## src/design/jsu_pkg.sv

```systemverilog
// Shared types and constants for the JSON string unescaper.
`default_nettype none

package jsu_pkg;

    // Parser mode
    typedef enum logic [2:0] {
        MODE_IDLE   = 3'd0,
        MODE_STR    = 3'd1,
        MODE_ESC    = 3'd2,
        MODE_HEXA   = 3'd3,
        MODE_NEEDBS = 3'd4,
        MODE_NEEDU  = 3'd5,
        MODE_HEXB   = 3'd6,
        MODE_SKIP   = 3'd7
    } t_mode;

    // Result status codes
    typedef enum logic [3:0] {
        ST_DATA        = 4'd0,
        ST_DONE        = 4'd1,
        ST_NO_QUOTE    = 4'd2,
        ST_CTRL_CHAR   = 4'd3,
        ST_TRUNC_ESC   = 4'd4,
        ST_UNKNOWN_ESC = 4'd5,
        ST_TRUNC_HEX   = 4'd6,
        ST_BAD_HEX     = 4'd7,
        ST_HIGH_NO_U   = 4'd8,
        ST_BAD_LOW     = 4'd9,
        ST_LONE_LOW    = 4'd10,
        ST_UNTERM      = 4'd11
    } t_status;

    localparam int unsigned MAX_RESULTS = 4;
    localparam int unsigned CNT_W       = 3;

    localparam logic [7:0] CH_QUOTE = 8'h22;
    localparam logic [7:0] CH_BSL   = 8'h5C;
    localparam logic [7:0] CH_SLASH = 8'h2F;
    localparam logic [7:0] CH_B     = 8'h62;
    localparam logic [7:0] CH_F     = 8'h66;
    localparam logic [7:0] CH_N     = 8'h6E;
    localparam logic [7:0] CH_R     = 8'h72;
    localparam logic [7:0] CH_T     = 8'h74;
    localparam logic [7:0] CH_U     = 8'h75;
    localparam logic [7:0] CH_SPACE = 8'h20;

    localparam logic [15:0] HIGH_LO = 16'hD800;
    localparam logic [15:0] HIGH_HI = 16'hDBFF;
    localparam logic [15:0] LOW_LO  = 16'hDC00;
    localparam logic [15:0] LOW_HI  = 16'hDFFF;
    localparam logic [20:0] SUPP_BASE = 21'h10000;

    // Hex digit value; bit 4 set for a non-hex byte
    function automatic logic [4:0] hex_value(input logic [7:0] c);
        logic [4:0] v;
        v = 5'd16;
        if (c >= 8'h30 && c <= 8'h39) begin
            v = {1'b0, c[3:0]};
        end else if ((c >= 8'h61 && c <= 8'h66) || (c >= 8'h41 && c <= 8'h46)) begin
            v = 5'(c[3:0] + 4'd9);
        end
        return v;
    endfunction

endpackage

`default_nettype wire

```

## src/design/json_string_unescape_utf8.sv

```systemverilog
// JSON string literal unescaper with UTF-8 output, top level.
//
// Input channel (i_in_valid / o_in_ready): one byte of the literal per item,
// starting with the opening quote; i_kind high marks end of text.
// Output channel (o_out_valid / i_out_ready): one result per item, with
// o_data_byte, o_status and o_last (last result caused by one input item).
// An item is decoded in the cycle it is accepted; its results appear on the
// output in the next cycle, one per cycle while the receiver takes them.
// Items that cause no result (quote, backslash, hex digits) produce nothing.
// Throughput: one input item per cycle while the receiver is ready; an item
// that causes N results holds off the next item while the result buffer
// drains (N is at most 4, after a surrogate pair). The next item is taken in
// the cycle the final result of the previous one leaves.
// When the receiver stalls, the buffered results hold and the input stalls
// until the final buffered result is taken.
// Reset (synchronous, i_rst_n low) empties the result buffer and returns the
// parser to idle, awaiting an opening quote.
`default_nettype none

module json_string_unescape_utf8 (
    input  wire logic       i_clk,
    input  wire logic       i_rst_n,
    input  wire logic       i_in_valid,
    output logic            o_in_ready,
    input  wire logic       i_kind,
    input  wire logic [7:0] i_text_byte,
    output logic            o_out_valid,
    input  wire logic       i_out_ready,
    output logic [7:0]      o_data_byte,
    output logic [3:0]      o_status,
    output logic            o_last
);
    import jsu_pkg::*;

    t_mode              r_mode, n_mode;
    logic [15:0]        r_accum, n_accum;
    logic [9:0]         r_high, n_high;
    logic [1:0]         r_dcnt, n_dcnt;
    logic               r_bad, n_bad;

    logic [MAX_RESULTS-1:0][7:0] r_data;
    t_status                     r_stat;
    logic [CNT_W-1:0]            r_num;

    logic [MAX_RESULTS-1:0][7:0] res_data;
    t_status                     res_stat;
    logic [CNT_W-1:0]            res_num;

    logic        accept;
    logic        take;
    logic [4:0]  hv;
    logic [15:0] acc_shift;
    logic        bad_shift;
    logic        group_close;
    logic [15:0] cp16;
    logic [20:0] cp21;

    assign take       = o_out_valid & i_out_ready;
    assign o_in_ready = (r_num == '0) || ((r_num == CNT_W'(1)) && i_out_ready);
    assign accept     = i_in_valid & o_in_ready;

    assign hv          = hex_value(i_text_byte);
    assign acc_shift   = {r_accum[11:0], hv[3:0]};
    assign bad_shift   = r_bad | hv[4];
    assign group_close = (r_dcnt == 2'd3);
    assign cp16        = acc_shift;
    assign cp21        = SUPP_BASE + {1'b0, r_high, acc_shift[9:0]};

    // Decode one item: next parser state and its result group
    always_comb begin
        n_mode   = r_mode;
        n_accum  = r_accum;
        n_high   = r_high;
        n_dcnt   = r_dcnt;
        n_bad    = r_bad;
        res_data = '0;
        res_stat = ST_DATA;
        res_num  = '0;

        if (i_kind) begin
            n_mode = MODE_IDLE;
            res_num = CNT_W'(1);
            unique case (r_mode)
                MODE_IDLE:                res_stat = ST_NO_QUOTE;
                MODE_STR:                 res_stat = ST_UNTERM;
                MODE_ESC:                 res_stat = ST_TRUNC_ESC;
                MODE_HEXA, MODE_HEXB:     res_stat = ST_TRUNC_HEX;
                MODE_NEEDBS, MODE_NEEDU:  res_stat = ST_HIGH_NO_U;
                default:                  res_num  = '0;
            endcase
        end else begin
            unique case (r_mode)
                MODE_IDLE: begin
                    if (i_text_byte == CH_QUOTE) begin
                        n_mode = MODE_STR;
                    end else begin
                        n_mode   = MODE_SKIP;
                        res_stat = ST_NO_QUOTE;
                        res_num  = CNT_W'(1);
                    end
                end
                MODE_STR: begin
                    priority if (i_text_byte == CH_QUOTE) begin
                        n_mode   = MODE_SKIP;
                        res_stat = ST_DONE;
                        res_num  = CNT_W'(1);
                    end else if (i_text_byte < CH_SPACE) begin
                        n_mode   = MODE_SKIP;
                        res_stat = ST_CTRL_CHAR;
                        res_num  = CNT_W'(1);
                    end else if (i_text_byte == CH_BSL) begin
                        n_mode = MODE_ESC;
                    end else begin
                        res_data[0] = i_text_byte;
                        res_num     = CNT_W'(1);
                    end
                end
                MODE_ESC: begin
                    n_mode  = MODE_STR;
                    res_num = CNT_W'(1);
                    unique case (i_text_byte)
                        CH_QUOTE: res_data[0] = CH_QUOTE;
                        CH_BSL:   res_data[0] = CH_BSL;
                        CH_SLASH: res_data[0] = CH_SLASH;
                        CH_B:     res_data[0] = 8'h08;
                        CH_F:     res_data[0] = 8'h0C;
                        CH_N:     res_data[0] = 8'h0A;
                        CH_R:     res_data[0] = 8'h0D;
                        CH_T:     res_data[0] = 8'h09;
                        CH_U: begin
                            n_mode  = MODE_HEXA;
                            n_accum = '0;
                            n_dcnt  = '0;
                            n_bad   = 1'b0;
                            res_num = '0;
                        end
                        default: begin
                            n_mode   = MODE_SKIP;
                            res_stat = ST_UNKNOWN_ESC;
                        end
                    endcase
                end
                MODE_HEXA, MODE_HEXB: begin
                    n_accum = acc_shift;
                    n_bad   = bad_shift;
                    n_dcnt  = r_dcnt + 2'd1;
                    if (group_close) begin
                        res_num = CNT_W'(1);
                        priority if (bad_shift) begin
                            n_mode   = MODE_SKIP;
                            res_stat = ST_BAD_HEX;
                        end else if (r_mode == MODE_HEXB) begin
                            if (cp16 < LOW_LO || cp16 > LOW_HI) begin
                                n_mode   = MODE_SKIP;
                                res_stat = ST_BAD_LOW;
                            end else begin
                                n_mode      = MODE_STR;
                                res_num     = CNT_W'(4);
                                res_data[0] = {5'b11110, cp21[20:18]};
                                res_data[1] = {2'b10, cp21[17:12]};
                                res_data[2] = {2'b10, cp21[11:6]};
                                res_data[3] = {2'b10, cp21[5:0]};
                            end
                        end else if (cp16 >= HIGH_LO && cp16 <= HIGH_HI) begin
                            n_high  = cp16[9:0];
                            n_mode  = MODE_NEEDBS;
                            res_num = '0;
                        end else if (cp16 >= LOW_LO && cp16 <= LOW_HI) begin
                            n_mode   = MODE_SKIP;
                            res_stat = ST_LONE_LOW;
                        end else begin
                            n_mode = MODE_STR;
                            priority if (cp16 < 16'h0080) begin
                                res_data[0] = cp16[7:0];
                            end else if (cp16 < 16'h0800) begin
                                res_num     = CNT_W'(2);
                                res_data[0] = {3'b110, cp16[10:6]};
                                res_data[1] = {2'b10, cp16[5:0]};
                            end else begin
                                res_num     = CNT_W'(3);
                                res_data[0] = {4'b1110, cp16[15:12]};
                                res_data[1] = {2'b10, cp16[11:6]};
                                res_data[2] = {2'b10, cp16[5:0]};
                            end
                        end
                    end
                end
                MODE_NEEDBS: begin
                    if (i_text_byte == CH_BSL) begin
                        n_mode = MODE_NEEDU;
                    end else begin
                        n_mode   = MODE_SKIP;
                        res_stat = ST_HIGH_NO_U;
                        res_num  = CNT_W'(1);
                    end
                end
                MODE_NEEDU: begin
                    if (i_text_byte == CH_U) begin
                        n_mode  = MODE_HEXB;
                        n_accum = '0;
                        n_dcnt  = '0;
                        n_bad   = 1'b0;
                    end else begin
                        n_mode   = MODE_SKIP;
                        res_stat = ST_HIGH_NO_U;
                        res_num  = CNT_W'(1);
                    end
                end
                default: n_mode = MODE_SKIP;
            endcase
        end
    end

    always_ff @(posedge i_clk) begin
        if (!i_rst_n) begin
            r_mode  <= MODE_IDLE;
            r_accum <= '0;
            r_high  <= '0;
            r_dcnt  <= '0;
            r_bad   <= 1'b0;
            r_num   <= '0;
        end else begin
            if (accept) begin
                r_mode  <= n_mode;
                r_accum <= n_accum;
                r_high  <= n_high;
                r_dcnt  <= n_dcnt;
                r_bad   <= n_bad;
                r_num   <= res_num;
            end else if (take) begin
                r_num <= r_num - CNT_W'(1);
            end
        end
    end

    // Result buffer payload: load a group on accept, advance on take
    always_ff @(posedge i_clk) begin
        if (accept) begin
            r_data <= res_data;
            r_stat <= res_stat;
        end else if (take) begin
            r_data <= {8'h00, r_data[MAX_RESULTS-1:1]};
        end
    end

    assign o_out_valid = (r_num != '0);
    assign o_data_byte = r_data[0];
    assign o_status    = r_stat;
    assign o_last      = (r_num == CNT_W'(1));

    // Status results stand alone in their group
    a_status_single: assert property (@(posedge i_clk) disable iff (!i_rst_n)
        (o_out_valid && o_status != ST_DATA) |-> (o_last && o_data_byte == 8'h00))
        else $error("status result not a lone zero-data result");

    // No new item while more than the final result is buffered
    a_no_overrun: assert property (@(posedge i_clk) disable iff (!i_rst_n)
        (r_num > CNT_W'(1)) |-> !o_in_ready)
        else $error("input ready while buffer holds several results");

    // Taking a non-final result leaves the next one on the output
    a_group_drain: assert property (@(posedge i_clk) disable iff (!i_rst_n)
        (take && !o_last) |=> (o_out_valid && o_status == ST_DATA))
        else $error("result group broken during drain");

    // Buffer never exceeds a surrogate pair's four bytes
    a_num_range: assert property (@(posedge i_clk) disable iff (!i_rst_n)
        r_num <= CNT_W'(MAX_RESULTS))
        else $error("result count out of range");

endmodule

`default_nettype wire

```

## config.mk

```make
export PLATFORM = sky130hd
export DESIGN_NAME = json_string_unescape_utf8
export DESIGN_NICKNAME = d
export VERILOG_FILES = /design/src/design/jsu_pkg.sv /design/src/design/json_string_unescape_utf8.sv
export SDC_FILE = /design/constraint.sdc
export NUM_CORES = 1
export LEC_CHECK = 0
export BUFFER_PORTS_ARGS = -buffer_cell sky130_fd_sc_hd__buf_4
export CAP_MARGIN = 20
export CORE_ASPECT_RATIO = 0.75
export CORE_MARGIN = 5
export CORE_UTILIZATION = 40
export CTS_CLUSTER_DIAMETER = 150
export DETAILED_ROUTE_END_ITERATION = 10
export GPL_ROUTABILITY_DRIVEN = 1
export GPL_TIMING_DRIVEN = 0
export HOLD_SLACK_MARGIN = 0.1
export MAX_ROUTING_LAYER = met4
export PLACE_DENSITY = 0.61
export SLEW_MARGIN = 10
export SYNTH_ARGS = -nofsm -noshare
export SYNTH_HDL_FRONTEND = slang
export SYNTH_SLANG_ARGS = --single-unit
```

## constraint.sdc

```tcl
create_clock -name i_clk -period 5.9 [get_ports i_clk]
set_input_delay 0.59 -clock i_clk [delete_from_list [all_inputs] [get_ports i_clk]]
set_output_delay 0.59 -clock i_clk [all_outputs]
set_load 0.02 [all_outputs]
```

==> results.toml <==
[status]
outcome = "complete, no violations"

[placed_design]
gp_congestion = 0.9975
dpl.hpwl_mm = 9.402
dpl_cell_area_sq_mm = 0.004420
portBuffers = 24

[clocking]
insertion_delay_ps = 330
cts_tree = "built"
postCtsHoldBufs = 0
cts.path.max_buffers = 2
cts_buffers = 9
cts_resized = 0
cts_setup_buffers = 0
htreeDepth = 3
cts.clk_slew.worst_paths_ps = 60
clock-sinks = 64
clockRootBuffer = "clkbuf_16"

[drt]
routed_via_density = 6.056
drtIter0Drc = 442
wire_per_inst_um = 19.71
route.detailed.drc = 0
drtAntennaViolNets = 0
vias = 3815
dr.pass1.iters = 6
drt-total-wl_mm = 12.42

[worst_setup_path]
path_buf_inv = 1
worst-path-max-fanout = 6
path_class = "flip-flop to flip-flop"
cp-startpoint = "r_num[0]"
critPathSlowestCell = "nor3_1"
cpLargestDelayFamily = "simple AND/OR/NAND/NOR gates"
startpoint_type = "flip-flop"
path_cells = "inv_1 > ha_1 > a21oi_1 > nor4_2 > o2111ai_1 > nor3_1 > a22oi_1 > nand2_1"
reg2reg_from = "r_num[0]"
endpoint_kind = "flip-flop"
worstPathRequired_ps = 6100
worstPathArrival_ps = 3010
slowest_delay_ps = 710

[finish]
insertedDiodeCount = 0
finalInstanceArea_sq_mm = 0.004748
drive_above_1_share = 0.1667
final_nets = 515
fillers = 948
syn_to_final_growth_pct = 16.52

[synthesis]
synth_cells = 457
synth_edf_count = 33
seq_area_frac_synth = 0.3955
synthesis.nets = 479
synthTopCellsByArea = "edfxtp_1, dfxtp_1, nand2_1"
synthFlopType = "edfxtp_1"
synth_area_sq_mm = 0.004075
synth.largest_area_cell = "edfxtp_1"
synth_warnings = 0
ys_types = 79
synth_seq_cells = 64
avgSynthCellArea_sq_um = 8.917
synthArstFlopShare = 0
synth_common_cells = "nand2_1, nor2_1, edfxtp_1"
synth.most_common_cell = "nand2_1"
synth_top_area_frac = 0.2432

[global_routing]
grt_pass1_wl_mm = 19.89
grt_overflow = 0
grt.total_usage = 0.2102
antenna_found_initial = 0
grt_max_degree = 30
grt_pass1_vias = 3497

[pwr]
leakage_nw = 1.736
ir_drop_uv = 296.3
powerDensity_mw_per_mm2 = 398.1

[die]
rows = 31
start_util = 0.4153
die_h_um = 97.41
die_area_sq_mm = 0.01233
die_x_um = 126.6
core_area_sq_mm = 0.009813
num_io_pins = 28

[timing]
grt_setup_unrepaired = "false"
fmax_ghz = 0.3559
period_share = 0.4762
slew_violations = 0
setup_tns_ps = 0
worst_slew_pin_slew_ps = 937.9
setup_viol = 0
finalCriticalPeriod_ps = 2810
hold_viol_final = 0
slew_headroom = 0.3695
fin_skew_ps = 5.577

[flow_run]
max_cap_viol_count = 0

[hold_path]
hp-class = "flip-flop to flip-flop"
worstHoldStart = "r_dcnt[1]"
-- final cells by class --
class                      instances  area [sq um]  area share
inverter                          15         56.30     0.01186
clock inverter                     5         36.28    0.007642
sequential                        64          1612      0.3394
clock buffer                      11         264.0     0.05560
tap                              132         165.2     0.03478
multi-input combinational        347          2230      0.4696
timing repair buffer              25         207.7     0.04374
buffer                            31         177.7     0.03742
-- worst min-delay path, cell delays in order, from the launching register on --
cell,delay [ps]
dfxtp_1,310
nand2_1,50
o21ai_0,60
-- metrics by stage --
step                      power [mW]  worst slack (ps)  hold slack (ps)  instances    util
after floorplan                1.131              3433            439.7        457       -
after global placement         1.339              2881            450.2        613  0.4505
after detailed placement       1.347              2818            457.5        613  0.4505
after CTS                      1.876              3100            465.4        629  0.4811
after global routing           1.987              2900            478.8        630  0.4839
final                          1.890              3090            466.8        630  0.4839
-- report_power, final --
part | total [mW] | switching [mW] | internal, mW | leakage [nW]
Combinational | 0.670 | 0.402 | 0.269 | 1.01
Sequential | 0.696 | 0.0490 | 0.647 | 0.579
Clock | 0.524 | 0.202 | 0.323 | 0.148
-- sequential cells by signal, indices dropped and copies added, names as in the netlist --
signal / flops
r_data: 21
r_accum: 12
r_high: 10
o_data_byte: 8
o_status: 4
r_mode: 3
r_num: 3
r_dcnt: 2
r_bad: 1
-- path summary, 6_finish.rpt --
path | endpoint | slack, ps | depth (start not counted)
setup / recovery | r_data[19] | 3090 | 8
hold / removal | r_dcnt[1] | 470 | 2
hold reg to reg | r_dcnt[1] | 470 | 2
setup reg to reg | r_data[19] | 3090 | 8
-- per-layer routing --
| metal | share of wire | wire length, um | vias up | global-route usage |
|---|---|---|---|---|
| met3 | 0.095 | 1174 | 20 | 0.05934 |
| met1 | 0.48 | 6009 | 1835 | 0.3119 |
| met5 | 0 | 0 | - | - |
| met4 | 0.018 | 228 | 0 | 0.06101 |
| met2 | 0.40 | 5002 | 172 | 0.2736 |
| li1 | - | - | 1788 | - |
-- cell usage in the layout (no fill, tap or decap), types with 3 or more instances in the layout --
cell type / count
nor2_1: 44
dfxtp_1: 31
o21a_1: 4
o32ai_1: 3
o21ai_1: 13
o21ai_0: 9
clkbuf_1: 12
a21oi_1: 29
and2_1: 4
a31oi_1: 4
and3_1: 4
o221ai_1: 3
nand2_1: 53
nor3_1: 20
buf_2: 7
a211oi_1: 5
edfxtp_1: 33
nor2b_1: 3
inv_1: 13
o22ai_1: 10
or2_2: 3
ha_1: 9
nand2b_1: 7
clkbuf_16: 10
a22o_1: 3
a32oi_1: 4
nand3_1: 13
buf_4: 34
a22oi_1: 11
xnor2_1: 4
or3_1: 4
nor4_2: 5
o211ai_1: 5
mux2i_1: 16
-- cell families (layout without fill, tap and decap cells) --
| family | after synthesis | count (layout) | share of synthesized area |
|---|---|---|---|
| AOI/OAI and AO/OA | 130 | 130 | 0.2211 |
| muxes | 17 | 17 | 0.04483 |
| DFF | 64 | 64 | 0.3955 |
| and+or+nand+nor | 185 | 185 | 0.2407 |
| xor gates and xnor gates | 6 | 6 | 0.01290 |
| adders and majority gates | 9 | 9 | 0.02763 |
| buffers and inverters | 46 | 87 | 0.05741 |
Power figures use the tool's default switching activity.
